$ cat config.mk
export PLATFORM = sky130hd
export DESIGN_NAME = rpdg_div_cell
export DESIGN_NICKNAME = d
export VERILOG_FILES = /design/src/rtl/rpdg_pkg.sv /design/src/rtl/rpdg_div_cell.sv
export SDC_FILE = /design/constraint.sdc
export NUM_CORES = 1
export LEC_CHECK = 0
export BUFFER_PORTS_ARGS = -buffer_cell sky130_fd_sc_hd__buf_2
export CORE_AREA = 2 2 107 109
export CTS_BUF_LIST = sky130_fd_sc_hd__clkbuf_4
export CTS_CLUSTER_DIAMETER = 120
export DETAILED_ROUTE_END_ITERATION = 10
export DIE_AREA = 0 0 109 111
export PLACE_DENSITY = 0.7
export SKIP_LAST_GASP = 1
export SLEW_MARGIN = 20
export SYNTH_ARGS = -nofsm -noshare
export SYNTH_HDL_FRONTEND = slang
export SYNTH_SLANG_ARGS = --single-unit
$ cat constraint.sdc
create_clock -name clock -period 7.8 [get_ports clock]
set_clock_uncertainty 0.2 [all_clocks]
set_input_delay 0.78 -clock clock [delete_from_list [all_inputs] [get_ports clock]]
set_output_delay 0.78 -clock clock [all_outputs]
set_load 0.005 [all_outputs]
$ cat src/rtl/rpdg_pkg.sv
package rpdg_pkg;

   // Sizing of the datapath
   localparam int PHASE_BITS    = 32;
   localparam int AMP_BITS      = 16;
   localparam int CORDIC_STAGES = 16;

   localparam int INDEX_W    = 16;
   localparam int CFG_W      = 16;
   localparam int CSR_IDX_W  = 4;
   localparam int NUM_W      = INDEX_W + PHASE_BITS;
   localparam int DIV_STAGES = NUM_W;
   localparam int TURN_W     = 32;
   localparam int RES_W      = TURN_W;
   localparam int XY_W       = 34;
   localparam int TABLE_LEN  = 24;
   localparam int STAGE_IDX_W = $clog2(TABLE_LEN);

   // Pipeline depth from an accepted index to its result strobe
   localparam int PIPE_LATENCY = DIV_STAGES + CORDIC_STAGES + 3;

   // CORDIC start gain K in Q0.30
   localparam int KQ30_W = 30;
   localparam logic [KQ30_W-1:0] KQ30 = 30'd652032874;
   localparam int GAIN_PROD_W = CFG_W + KQ30_W;
   localparam logic [GAIN_PROD_W-1:0] GAIN_ROUND = GAIN_PROD_W'(1) << 14;

   // Golden-angle step as a turn fraction, rounded from a 64-bit constant
   localparam logic [63:0] GOLD64 = 64'h61C8864680B583EA;
   localparam logic [64:0] GOLD_SUM = {1'b0, GOLD64} + (65'd1 << (63 - PHASE_BITS));
   localparam logic [PHASE_BITS-1:0] GOLD_STEP = PHASE_BITS'(GOLD_SUM >> (64 - PHASE_BITS));

   // Eighth of a turn, used to centre the quadrant split
   localparam logic [TURN_W-1:0] EIGHTH_TURN = TURN_W'(1) << (TURN_W - 3);

   // Output rounding and saturation
   localparam int OUT_SHIFT = 31 - AMP_BITS;
   localparam logic signed [XY_W-1:0] ROUND_HALF = XY_W'(1) << (OUT_SHIFT - 1);
   localparam logic signed [XY_W-1:0] AMP_HI = XY_W'((1 << (AMP_BITS - 1)) - 1);
   localparam logic signed [XY_W-1:0] AMP_LO = -AMP_HI - XY_W'(1);

   // Arctangent per stage, units of 2^-32 turn
   localparam logic [29:0] ATAN_TURN [TABLE_LEN] = '{
      30'd536870912, 30'd316933406, 30'd167458907, 30'd85004756, 30'd42667331,
      30'd21354465,  30'd10679838,  30'd5340245,   30'd2670163,  30'd1335087,
      30'd667544,    30'd333772,    30'd166886,    30'd83443,    30'd41722,
      30'd20861,     30'd10430,     30'd5215,      30'd2608,     30'd1304,
      30'd652,       30'd326,       30'd163,       30'd81
   };

   // Register map
   typedef enum logic [CSR_IDX_W-1:0] {
      CSR_ANGLE_MODE  = 4'd0,
      CSR_FULL_CIRCLE = 4'd1,
      CSR_NUM_PROJ    = 4'd2,
      CSR_GAIN        = 4'd3
   } csr_index_type;

   typedef enum logic [1:0] {
      QUAD_EAST  = 2'd0,
      QUAD_NORTH = 2'd1,
      QUAD_WEST  = 2'd2,
      QUAD_SOUTH = 2'd3
   } quad_type;

   // Beat carried along the divider row
   typedef struct packed {
      logic [INDEX_W-1:0]    rem;
      logic [NUM_W-1:0]      num;
      logic [PHASE_BITS-1:0] quo;
      logic [PHASE_BITS-1:0] gold;
   } div_pay_type;

   // Beat carried along the rotation row
   typedef struct packed {
      quad_type                quad;
      logic signed [XY_W-1:0]  x;
      logic signed [XY_W-1:0]  y;
      logic signed [RES_W-1:0] res;
   } cordic_pay_type;

   function automatic logic signed [RES_W-1:0] atan_step(
      input logic [STAGE_IDX_W-1:0] k
   );
      logic signed [RES_W-1:0] a;
      a = '0;
      if (int'(k) < TABLE_LEN) begin
         a = $signed(RES_W'(ATAN_TURN[k]));
      end
      return a;
   endfunction

   // Round half up, then clamp to the signed output range
   function automatic logic signed [AMP_BITS-1:0] to_amp(
      input logic signed [XY_W-1:0] v
   );
      logic signed [XY_W-1:0] t;
      logic signed [XY_W-1:0] r;
      t = v + ROUND_HALF;
      r = t >>> OUT_SHIFT;
      if (r > AMP_HI) begin
         r = AMP_HI;
      end else if (r < AMP_LO) begin
         r = AMP_LO;
      end
      return AMP_BITS'(r);
   endfunction

endpackage

$ cat src/rtl/rpdg_div_cell.sv
module rpdg_div_cell (
   input  logic                          clock,
   input  logic                          reset,
   input  logic [rpdg_pkg::INDEX_W-1:0]  divisor,
   input  logic                          in_valid,
   input  rpdg_pkg::div_pay_type         in_pay,
   output logic                          out_valid,
   output rpdg_pkg::div_pay_type         out_pay
);

   logic [rpdg_pkg::INDEX_W:0] trial;
   logic                       fits;
   logic                       valid_ff;
   rpdg_pkg::div_pay_type      pay_in;
   rpdg_pkg::div_pay_type      pay_ff;

   // Shift one numerator bit into the remainder, subtract where it fits
   always_comb begin
      trial = {in_pay.rem, in_pay.num[rpdg_pkg::NUM_W-1]};
      fits  = trial >= {1'b0, divisor};
      pay_in      = in_pay;
      pay_in.rem  = fits ? rpdg_pkg::INDEX_W'(trial - {1'b0, divisor})
                         : rpdg_pkg::INDEX_W'(trial);
      pay_in.num  = {in_pay.num[rpdg_pkg::NUM_W-2:0], 1'b0};
      pay_in.quo  = {in_pay.quo[rpdg_pkg::PHASE_BITS-2:0], fits};
   end

   // Advance the beat
   always_ff @(posedge clock) begin
      if (reset) begin
         valid_ff <= 1'b0;
      end else begin
         valid_ff <= in_valid;
      end
   end

   always_ff @(posedge clock) begin
      pay_ff <= pay_in;
   end

   assign out_valid = valid_ff;
   assign out_pay   = pay_ff;

endmodule

Word-level counts from Yosys, hierarchy flattened
Index checks and enable logic that the tools add are counted.
{ "totals": {"ff_bits": 128, "out_inout_bits": 129, "elab_cells": 8} }
{ "classes": {"add_sub_neg": 1, "magnitude_cmp": 1, "mux": 1} }
{ "ops": {"columns": ["operator", "n"], "rows": [
  ["$ge 17x16->1", 1],
  ["$mux 16", 1],
  ["$sub 16x16->16", 1]
]} }

Depth between registers and ports, before layout
{ "depth": {"word_depth": 2, "ltp_mapped": 12, "ltp_nobuf": 9} }

Worst setup path before layout
Ideal clock, no wire load.
{ "synth_timing": {"path_kind": "input port to flip-flop", "start": "input port divisor[12] (netlist name)", "end": "register pay_ff, in the netlist out_pay[114]", "setup_time_ns": 0.121, "t_arrival_ns": 2.932, "path_slack_ns": 4.547, "cell_stages": 12, "n_path_buf": 4, "path_cell_list": "inv_1 > ha_1 > buf_6 > and2_4 > buf_6 > a221o_1 > a221oi_4 > and2_1 > buf_6 > inv_4 > buf_12 > mux2_4"} }
{ "synth_lines": {"columns": ["item", "line_no", "text"], "rows": [
  ["from (decl)", "rpdg_div_cell.sv:4", "input logic [rpdg_pkg::INDEX_W-1:0] divisor,"],
  ["to (signal assigned)", "rpdg_div_cell.sv:38", "pay_ff <= pay_in;"],
  ["to (decl)", "rpdg_div_cell.sv:15", "rpdg_pkg::div_pay_type pay_ff;"]
]} }

==> metrics.md <==
| Metric | Value |
|---|---|
| Mux share of post-synthesis cell area | `under 10%` |
| Clock Sinks | `128` |
| RePlAce Congestion | `0.965` |
| RSZ-0062 raised after global routing | `false` |
| Final hold vios | `0` |
| Worst slew pin tran | `0.667 ns` |
| Critical Path AT | `3.35 ns` |
| Pleak | `2.89 nW` |
| DR vias/cell | `4.39` |
| Slew Viols, Final | `0` |
| Die height | `111 µm` |
| Psw | `336 µW` |
| Clk root buf | `clkbuf_4` |
| Die Area | `12100 µm²` |
| Total global routing overflow | `0` |
| Register Area | `2560 µm²` |
| Area growth, synth to finish | `45.2%` |
| Sw Ratio | `26.6%` |
| Yosys reg bits | `128` |
| Final Core Density | `about half` |
| Nets@finish | `733` |
| Adder-cell share of the synthesized area | `just under 6%` |
| Ports | `between 200 and 300` |
| Int Power | `930 µW` |
| Number of synthesized flops with an enable pin | `0` |
| Wire length of the first global-routing pass | `17200 µm` |
| Vias in the first global route | `3110` |
| Setup Viol. Count Final | `0` |
| Post-route ant nets | `0` |
| Crit Path Class | `input port to register` |
| Routed length per placed instance | `around 17 µm` |
| Worst-path clk slew | `0.11 ns` |
| Most frequent cell after synthesis | `dfxtp_1` |
| CP endpoint kind | `register` |
| Net Count, Synth | `447` |
| Via Count | `about 3200` |
| Commonest cells post-synth | `dfxtp_1, inv_1, ha_1` |
| Initial DRC Count | `107` |
| Fillers | `1030` |
| Largest family of logic cells by synthesized area | `compound AO/OA/AOI/OAI gates` |
| PortBufs | `273` |
| Post-synthesis xor/xnor area fraction | `2.10%` |
| Synth area leader | `dfxtp_1` |
| Async S/R FF share, synth | `0%` |
| Worst relative slew slack | `55.5%` |
| CTS max path bufs | `2` |
| Residual DRC count | `0` |
| Clock power frac | `28.6%` |
| Post-DP HPWL | `9950 µm` |
| Min-Delay Path Class | `input port to register` |
| Drt first pass iters | `4` |
| Layout cells sized above 1 | `54.4%` |
| CTS Buf Count | `17` |
| Register area share after synthesis | `68.2%` |
| Cell Count, Final, Fillers Out | `726` |
| Post-CTS resize count | `0` |
| Logic pwr share | `15.2%` |
| Antenna violations before repair | `3` |
| Setup Buffers After CTS | `0` |
| Distinct cells, synth | `47` |
| Post-synthesis simple-gate area fraction | `5.63%` |
| Placed cells | `693` |
| H-tree depth | `4` |
| Setup_tns | `0 ns` |
| Mean Syn Cell Area | `between 10 and 15 µm²` |
| CTS tree | `done` |
| Mapped Cells | `283` |
| Synthesis Warnings | `0` |
| Hold_buf cts | `0` |
| Final Critical Period | `3.12 ns` |
| Setup crit start kind | `input port` |
| Synth Cell Area | `3760 µm²` |
| Compound-Gate Fraction of Synth Area | `10.4%` |
| Total of max-cap violations | `0` |
| Max IR drop VDD | `0.120 mV` |
| Die extent in x | `109 µm` |
| F_max | `around 320 MHz` |
| Cell Pwr Density | `232 nW/µm²` |
| Synth top area cells | `dfxtp_1, ha_1, mux2_4` |
| GRT Util Overall | `between 10% and 20%` |
| Core area | `around 11000 µm²` |
| Status | `finished, final reports clean` |
| Top FF cell, synth | `dfxtp_1` |
| Area of the multi-input gates | `between 1000 and 1500 µm²` |
| Critical Path RT | `8.03 ns` |
| Seq pwr share | `a little under three fifths` |
| Critical Path Fanout Max | `11` |
| Row cnt | `39` |
| Yosys top cell area share | `68.2%` |
| Routed WL | `roughly 12000 µm` |
| Largest net degree at the start of global routing | `17` |
| Starting Density | `33.9%` |
| Final Cycle Share | `between 40% and 50%` |
==> registers in the layout, summed over array words and instances, names as in the netlist <==
signal,cells
out_pay,127
out_valid,1
==> cell type report <==
cell class	count	area share, %
Timing Repair Buffer	273	25.0
Clock inverter	12	1.31
Sequential cell	128	47.0
Multi-Input combinational cell	128	19.2
Clock buffer	19	2.61
Antenna cell	2	0.0917
Inverter	21	1.49
Tap cell	143	3.28
==> per-stage QoR <==
step           hold slack (ns)  power [mW]  worst slack, ns  instance area (µm²)
2_1_floorplan            0.608       0.820             4.55                 3760
3_3_place_gp             0.683       0.917             4.20                 5240
3_5_place_dp             0.684       0.921             4.14                 5240
4_1_cts                 0.0779        1.29             4.74                 5450
5_1_grt                 0.0721        1.33             4.59                 5450
6_report                 0.133        1.27             4.68                 5460
==> power by group through the flow <==
stage | Combinational, mW | Clock [mW] | Sequential (mW)
2_1_floorplan | 0.0849 | 0 | 0.735
3_3_place_gp | 0.190 | 0 | 0.726
3_5_place_dp | 0.194 | 0 | 0.727
4_1_cts | 0.196 | 0.380 | 0.712
5_1_grt | 0.210 | 0.405 | 0.717
6_report | 0.193 | 0.362 | 0.712
==> worst paths after layout <==
check / from / to / slack, ns / cells after the start
max: divisor[3] / out_pay[117] / 4.68 / 9
min: in_pay[103] / out_pay[104] / 0.13 / 1
==> critical path: stages <==
cell and delay [ns]:
buf_2 0.08, inv_1 0.03, ha_1 0.37, a21o_1 0.22, o31a_1 0.37, o2111ai_1 0.59, and2_1 0.42, inv_4 0.16
mux2_4 0.32
==> cells by family (layout without fill, tap and decap cells) <==
family,count (synthesis),after routing
AOI/OAI and AO/OA,51,51
xor gates and xnor gates,9,9
adders and majority gates,17,17
buffers and inverters,27,325
DFF,128,128
muxes,10,10
other,1,3
and+or+nand+nor,40,40
==> layout by cell type (no fill, tap or decap), drive strengths merged, types with 2 or more instances in the layout <==
master and n:
nand4 2, inv 22, a211oi 3, xor2 4
a21o 5, dfxtp 128, diode 2, o31ai 5
o211a 2, o21ai 10, nor2 11, and3b 2
a21oi 4, nand2b 2, o211ai 2, xnor2 5
ha 16, nand3 7, nor3 2, nor2b 2
and2 4, clkinvlp 3, o21a 6, mux2 9
buf 273, nand2 4, and3 3, clkinv 8
clkbuf 19, a211o 3, a21boi 3
==> layer usage <==
metal,part of all wire (%),track usage (%)
met5,0.090,0
met4,2.3,8.21
met3,10,9.58
met2,48,32.6
met1,39,21.7
Power figures use the tool's default switching activity.
