$ cat config.mk
export PLATFORM = sky130hd
export DESIGN_NAME = rpdg_cordic_cell
export DESIGN_NICKNAME = d
export VERILOG_FILES = /design/src/rtl/rpdg_pkg.sv /design/src/rtl/rpdg_cordic_cell.sv
export SDC_FILE = /design/constraint.sdc
export NUM_CORES = 1
export LEC_CHECK = 0
export ABC_AREA = 1
export BUFFER_PORTS_ARGS = -buffer_cell sky130_fd_sc_hd__buf_4
export CAP_MARGIN = 40
export CELL_PAD_IN_SITES_DETAIL_PLACEMENT = 1
export CELL_PAD_IN_SITES_GLOBAL_PLACEMENT = 1
export CORE_UTILIZATION = 40
export DETAILED_ROUTE_END_ITERATION = 10
export MAX_ROUTING_LAYER = met4
export PLACE_DENSITY_LB_ADDON = 0.1
export SLEW_MARGIN = 20
export SYNTH_ARGS = -nofsm -noshare
export SYNTH_HDL_FRONTEND = slang
export SYNTH_SLANG_ARGS = --single-unit
$ cat constraint.sdc
create_clock -name clock -period 5.8 [get_ports clock]
set_clock_uncertainty 0.1 [all_clocks]
set_input_delay 1.16 -clock clock [delete_from_list [all_inputs] [get_ports clock]]
set_output_delay 1.16 -clock clock [all_outputs]
set_load 0.02 [all_outputs]
$ cat src/rtl/rpdg_pkg.sv
package rpdg_pkg;

   // Sizing of the datapath
   localparam int PHASE_BITS    = 32;
   localparam int AMP_BITS      = 16;
   localparam int CORDIC_STAGES = 16;

   localparam int INDEX_W    = 16;
   localparam int CFG_W      = 16;
   localparam int CSR_IDX_W  = 4;
   localparam int NUM_W      = INDEX_W + PHASE_BITS;
   localparam int DIV_STAGES = NUM_W;
   localparam int TURN_W     = 32;
   localparam int RES_W      = TURN_W;
   localparam int XY_W       = 34;
   localparam int TABLE_LEN  = 24;
   localparam int STAGE_IDX_W = $clog2(TABLE_LEN);

   // Pipeline depth from an accepted index to its result strobe
   localparam int PIPE_LATENCY = DIV_STAGES + CORDIC_STAGES + 3;

   // CORDIC start gain K in Q0.30
   localparam int KQ30_W = 30;
   localparam logic [KQ30_W-1:0] KQ30 = 30'd652032874;
   localparam int GAIN_PROD_W = CFG_W + KQ30_W;
   localparam logic [GAIN_PROD_W-1:0] GAIN_ROUND = GAIN_PROD_W'(1) << 14;

   // Golden-angle step as a turn fraction, rounded from a 64-bit constant
   localparam logic [63:0] GOLD64 = 64'h61C8864680B583EA;
   localparam logic [64:0] GOLD_SUM = {1'b0, GOLD64} + (65'd1 << (63 - PHASE_BITS));
   localparam logic [PHASE_BITS-1:0] GOLD_STEP = PHASE_BITS'(GOLD_SUM >> (64 - PHASE_BITS));

   // Eighth of a turn, used to centre the quadrant split
   localparam logic [TURN_W-1:0] EIGHTH_TURN = TURN_W'(1) << (TURN_W - 3);

   // Output rounding and saturation
   localparam int OUT_SHIFT = 31 - AMP_BITS;
   localparam logic signed [XY_W-1:0] ROUND_HALF = XY_W'(1) << (OUT_SHIFT - 1);
   localparam logic signed [XY_W-1:0] AMP_HI = XY_W'((1 << (AMP_BITS - 1)) - 1);
   localparam logic signed [XY_W-1:0] AMP_LO = -AMP_HI - XY_W'(1);

   // Arctangent per stage, units of 2^-32 turn
   localparam logic [29:0] ATAN_TURN [TABLE_LEN] = '{
      30'd536870912, 30'd316933406, 30'd167458907, 30'd85004756, 30'd42667331,
      30'd21354465,  30'd10679838,  30'd5340245,   30'd2670163,  30'd1335087,
      30'd667544,    30'd333772,    30'd166886,    30'd83443,    30'd41722,
      30'd20861,     30'd10430,     30'd5215,      30'd2608,     30'd1304,
      30'd652,       30'd326,       30'd163,       30'd81
   };

   // Register map
   typedef enum logic [CSR_IDX_W-1:0] {
      CSR_ANGLE_MODE  = 4'd0,
      CSR_FULL_CIRCLE = 4'd1,
      CSR_NUM_PROJ    = 4'd2,
      CSR_GAIN        = 4'd3
   } csr_index_type;

   typedef enum logic [1:0] {
      QUAD_EAST  = 2'd0,
      QUAD_NORTH = 2'd1,
      QUAD_WEST  = 2'd2,
      QUAD_SOUTH = 2'd3
   } quad_type;

   // Beat carried along the divider row
   typedef struct packed {
      logic [INDEX_W-1:0]    rem;
      logic [NUM_W-1:0]      num;
      logic [PHASE_BITS-1:0] quo;
      logic [PHASE_BITS-1:0] gold;
   } div_pay_type;

   // Beat carried along the rotation row
   typedef struct packed {
      quad_type                quad;
      logic signed [XY_W-1:0]  x;
      logic signed [XY_W-1:0]  y;
      logic signed [RES_W-1:0] res;
   } cordic_pay_type;

   function automatic logic signed [RES_W-1:0] atan_step(
      input logic [STAGE_IDX_W-1:0] k
   );
      logic signed [RES_W-1:0] a;
      a = '0;
      if (int'(k) < TABLE_LEN) begin
         a = $signed(RES_W'(ATAN_TURN[k]));
      end
      return a;
   endfunction

   // Round half up, then clamp to the signed output range
   function automatic logic signed [AMP_BITS-1:0] to_amp(
      input logic signed [XY_W-1:0] v
   );
      logic signed [XY_W-1:0] t;
      logic signed [XY_W-1:0] r;
      t = v + ROUND_HALF;
      r = t >>> OUT_SHIFT;
      if (r > AMP_HI) begin
         r = AMP_HI;
      end else if (r < AMP_LO) begin
         r = AMP_LO;
      end
      return AMP_BITS'(r);
   endfunction

endpackage

$ cat src/rtl/rpdg_cordic_cell.sv
module rpdg_cordic_cell (
   input  logic                              clock,
   input  logic                              reset,
   input  logic [rpdg_pkg::STAGE_IDX_W-1:0]  stage_idx,
   input  logic                              in_valid,
   input  rpdg_pkg::cordic_pay_type          in_pay,
   output logic                              out_valid,
   output rpdg_pkg::cordic_pay_type          out_pay
);

   logic signed [rpdg_pkg::XY_W-1:0]  dx;
   logic signed [rpdg_pkg::XY_W-1:0]  dy;
   logic signed [rpdg_pkg::RES_W-1:0] ang;
   logic                              valid_ff;
   rpdg_pkg::cordic_pay_type          pay_in;
   rpdg_pkg::cordic_pay_type          pay_ff;

   // One micro-rotation towards zero residual angle
   always_comb begin
      dx  = in_pay.y >>> stage_idx;
      dy  = in_pay.x >>> stage_idx;
      ang = rpdg_pkg::atan_step(stage_idx);
      pay_in = in_pay;
      if (!in_pay.res[rpdg_pkg::RES_W-1]) begin
         pay_in.x   = in_pay.x - dx;
         pay_in.y   = in_pay.y + dy;
         pay_in.res = in_pay.res - ang;
      end else begin
         pay_in.x   = in_pay.x + dx;
         pay_in.y   = in_pay.y - dy;
         pay_in.res = in_pay.res + ang;
      end
   end

   // Advance the beat
   always_ff @(posedge clock) begin
      if (reset) begin
         valid_ff <= 1'b0;
      end else begin
         valid_ff <= in_valid;
      end
   end

   always_ff @(posedge clock) begin
      pay_ff <= pay_in;
   end

   assign out_valid = valid_ff;
   assign out_pay   = pay_ff;

endmodule

* Yosys cells after proc, flatten, opt, wreduce, memory -nomap -nowiden
Memories as Yosys holds them, arrays and structs flattened.
Cells that the tools add are included.
** Storage, ports and cells
- Register bits :: 103
- Bits in latches :: 0
- Memory bits (writable) :: 0
- ROM bits :: 960
- Input port bits :: 110
- Output and inout bits :: 103
- Word-level logic and storage cells :: 21
- Memories kept :: 1
** Memory list
- (name not given) :: words 32, width 30, read ports 1, clocked after Yosys merged registers in 0, write ports 0, RTL line rpdg_pkg.sv:88 : a = $signed(RES_W'(ATAN_TURN[k]));
** Cells by class
- Add/subtract/negate cells :: 6
- $mul :: 0
- Divide/modulo/power cells :: 0
- Magnitude comparators :: 2
- Equal/unequal tests :: 0
- Shifts and indexed selects :: 2
- Mux-type cells :: 4
- Bitwise operators :: 1
- Reductions and logical operators :: 0
** Operators with widths (number)
- 100-bit 2-to-1 mux :: 1
- 30-bit 2-to-1 mux :: 3
- 34-bit adder :: 2
- 34-bit by 5-bit >>> shifter with 34-bit output :: 2
- 34-bit subtractor :: 2
- 32-bit adder :: 1
- 32-bit subtractor :: 1
- 6-bit >= comparator, second input constant :: 1
- 5-bit NOT with 6-bit output :: 1
- 5-bit less-than comparator, second input constant :: 1

* Logic depth before layout (Yosys ltp)
- Word-level depth :: 7
- Gate-level depth with buffers :: 39
- Gate-level depth less buffers :: 37

* Least setup slack after synthesis
OpenSTA, ideal clock, no wires.
- Path kind :: input to register
- Start :: input port stage_idx[0] (netlist name)
- End :: register pay_ff (netlist bit out_pay[26])
- Library setup time :: 0.127 ns
- Data arrival time :: 4.736 ns
- Required time :: 5.573 ns
- Path slack :: 0.837 ns
- Cell stages on the path :: 25
- Path buffers :: 3
- Cells stage by stage :: buf_4 > inv_4 > buf_6 > buf_6 > ha_1 > or2_1 > nand2_1 > o211ai_1 > nand2_1 > nand2_1 > nor2_1 > nand3_1 > nor2_2 > nand4_2 > nand2_4 > xor2_1 > ha_1 > a21o_1 > a21oi_1 > nand2_1 > a31oi_1 > o21ai_0 > a31oi_1 > o21ai_0 > xor2_1
** RTL lines
- start: declaration :: RTL line rpdg_cordic_cell.sv:4 : input logic [rpdg_pkg::STAGE_IDX_W-1:0] stage_idx,
- end signal: assignment :: RTL line rpdg_cordic_cell.sv:45 : pay_ff <= pay_in;
- end: declaration :: RTL line rpdg_cordic_cell.sv:16 : rpdg_pkg::cordic_pay_type pay_ff;

==> metrics.md <==
| Metric | Value |
|---|---|
| Outcome | finished clean |
| Static Leak | approximately 8.8 nW |
| Worst-Margin Slew | 0.5952 ns |
| WP data arrival | around 5.7 ns |
| Final ANT Viol Nets | 0 |
| Drt wl/cell | 19.46 microns |
| Power Total | approximately 0.0048 W |
| DR vias | 16870 |
| Worst setup EP type | register |
| Utilization after layout | just under 50% |
| Worst setup SP type | primary input |
| Post-Place Cells | 3030 |
| # DRC | 0 |
| Uppermost layer routed | met4 |
| Period minus WS final | roughly 5.5 ns |
| PD cells | between 200 and 300 nW/um^2 |
| Rel. slew slack | roughly 60% |
| Wl on met1 | 25.36 mm |
| CP max FO | 38 |
| Area Overhead vs Synth | 19.91% |
| FILL cells | ~4800 |
| Final nets | approximately 2800 |
| Core Area | ~34000 sq um |
| Final HPWL DP | 49.17 mm |
| DIE AREA | ~36000 sq um |
| Dpl ws | -0.4491 ns |
| Synth area leader | nand2_1 |
| Final WS setup | around 0.31 ns |
| Slowest library cell on the worst path | nor2_1 |
| Final Wtd Congestion | 0.9825 |
| Share of layout cells above drive strength 1 | between 10% and 20% |
| Vias per cell | 5.534 |
| FMAX | around 180 MHz |
| Final WL | slightly below 60 mm |
| CP top delay family | simple AND/OR/NAND/NOR gates |
| Final Hold Fails | 0 |
| Mapped Avg Cell Area | between 5 and 6 sq um |
| # port buffers | 212 |
| GRT Overall Usage | 33.67% |
| Primary FF master, synth | dfxtp_1 |
| Setup CP Type | primary input to register |
| Seq/Total Area, Yosys | between 10% and 20% |
| Final worst path period share | a little over nine tenths |
| Largest net degree at the start of global routing | 40 |
| Cell area after placement | 16280 sq um |
| Post-synthesis register bit count | a little over 100 |
| Final std cells w/o fill | 3048 |
| Area contributors post-synth | nand2_1 21%, dfxtp_1 15%, nand3_1 13% |
| Clk sinks | slightly above 100 |
| # rows | 67 |
| CP Data Required Time | roughly 6 ns |
| Pre-antenna DRT Iters | 5 |
| Grt ovf | 0 |
| Design Area, Final | about 17000 sq um |
| H-Tree Depth | 3 |
| Chip width | 188.4 microns |
| Max-slew violations | 0 |
| Initial antenna violation count | 0 |
| CTS tree | done |
| Hold Path Class | primary input to register |
| Initial Utilization | between 40 and 50% |
| Synth top area share | roughly 21% |
| CTS Root Cell | clkbuf_16 |
| WP buf/inv | 4 |
| VDD IR-drop max | about 0.2 mV |
| Synth Cell Area | between 10000 and 15000 sq um |
| RSZ-0062 raised after global routing | no |
| DRT iter0 DRCs | approximately 1000 |
| Clock Path Buffers | 2 |
| Number of diodes | 0 |
| Vias in the first global route | around 17000 |
| Synth warn | 0 |
| First-pass GRT wire length | around 92 mm |
| Detail Route met2 WL | about 30 mm |
| Met3 Wirelength | between 2 and 2.5 mm |
| CTS Buf Count | 9 |
| Max-Cap Viols | 0 |
| Clock-pin slew on the worst setup and hold paths | roughly 0.09 ns |
| CP max stage delay | roughly 0.35 ns |
| IO Pins | between 200 and 250 |
| Setup violators final | 0 |
| Die Ht | roughly 190 microns |
| Distinct cells, synth | between 50 and 60 |
| Post-synth EDFFs | 0 |
| Asr flop ratio synth | 0% |
| Cells after synthesis | between 2000 and 2500 |
| CP most frequent cell | nand2_1 |
| Mapped Nets | around 2600 |
==> flip-flops by register name (all words and copies together) (netlist names) <==
register	count
out_valid	1
out_pay	102
==> logic make-up after synthesis <==
family	Yosys count	share of synthesized area [%]
AND/OR/NAND/NOR	1410	43.78
XOR/XNOR	164	10.33
buffers and inverters	309	9.097
adder cells (fa/ha/maj)	109	9.970
AO/OA/AOI/OAI	293	12.00
flip-flops	103	14.83
==> final cells by class <==
cell class | count | area, sq um | area share [%]
repair buffers | 282 | 2287 | 13.72
multi-input cells | 1976 | 10610 | 63.64
flip-flops and latches | 103 | 2062 | 12.37
clock inverters | 7 | 86.33 | 0.5178
inverters | 223 | 842.1 | 5.050
clock buffers | 9 | 225.2 | 1.351
well taps | 448 | 560.5 | 3.362
==> Yosys cell counts (17+ instances only) <==
cell type,n
a21oi_1,126
a31oi_1,21
buf_2,31
clkbuf_1,30
dfxtp_1,103
ha_1,106
inv_1,209
nand2_1,761
nand2_2,20
nand3_1,371
nor2_1,181
nor3_1,17
o21ai_0,86
xnor2_1,57
xor2_1,107
==> timing repair <==
| item | CTS | global route |
|---|---|---|
| cloned | 0 | 1 |
| resized for setup | 1 | 15 |
| endpoints found under the setup margin | 1 | 7 |
| hold buffers | 0 | 0 |
| buffers inserted | 0 | 1 |
| pin swaps | 0 | 1 |
==> cell usage in the layout, fill, tap and decap left out, types with 86 or more instances in the layout <==
cell type    n
o21ai_0     86
a21oi_1    125
nand3_1    371
inv_1      209
buf_4      267
nor2_1     176
dfxtp_1    103
nand2_1    760
ha_1       106
xor2_1     107
==> final timing paths <==
path	start	to	slack [ns]	depth (start not counted)
min	in_pay[100]	out_pay[100]$_DFF_P_	0.77	1
max	stage_idx[0]	out_pay[59]$_DFF_P_	0.31	27
==> where the power goes <==
| group | switching [W] | total [W] | internal, W | leakage (nW) |
|---|---|---|---|---|
| combinational | 0.00185 | 0.00299 | 0.00114 | 7.76 |
| sequential | 0.0000908 | 0.00111 | 0.00102 | 0.869 |
| clock | 0.000334 | 0.000679 | 0.000346 | 0.150 |
| total | 0.00228 | 0.00478 | 0.00250 | 8.78 |
==> per-layer routing <==
layer	up-vias	global-route usage [%]
met5	-	-
met3	93	2.906
li1	8242	-
met1	8086	39.74
met4	0	10.61
met2	447	60.00
==> through the flow <==
| step | TNS, ns | hold WS [ns] |
|---|---|---|
| global route | 0 | 0.7532 |
| CTS | 0 | 0.7600 |
| finish | 0 | 0.7702 |
| global placement | -0.1883 | 1.165 |
| floorplan | 0 | 1.088 |
| detailed placement | -0.6184 | 1.166 |
Power figures use the tool's default switching activity.
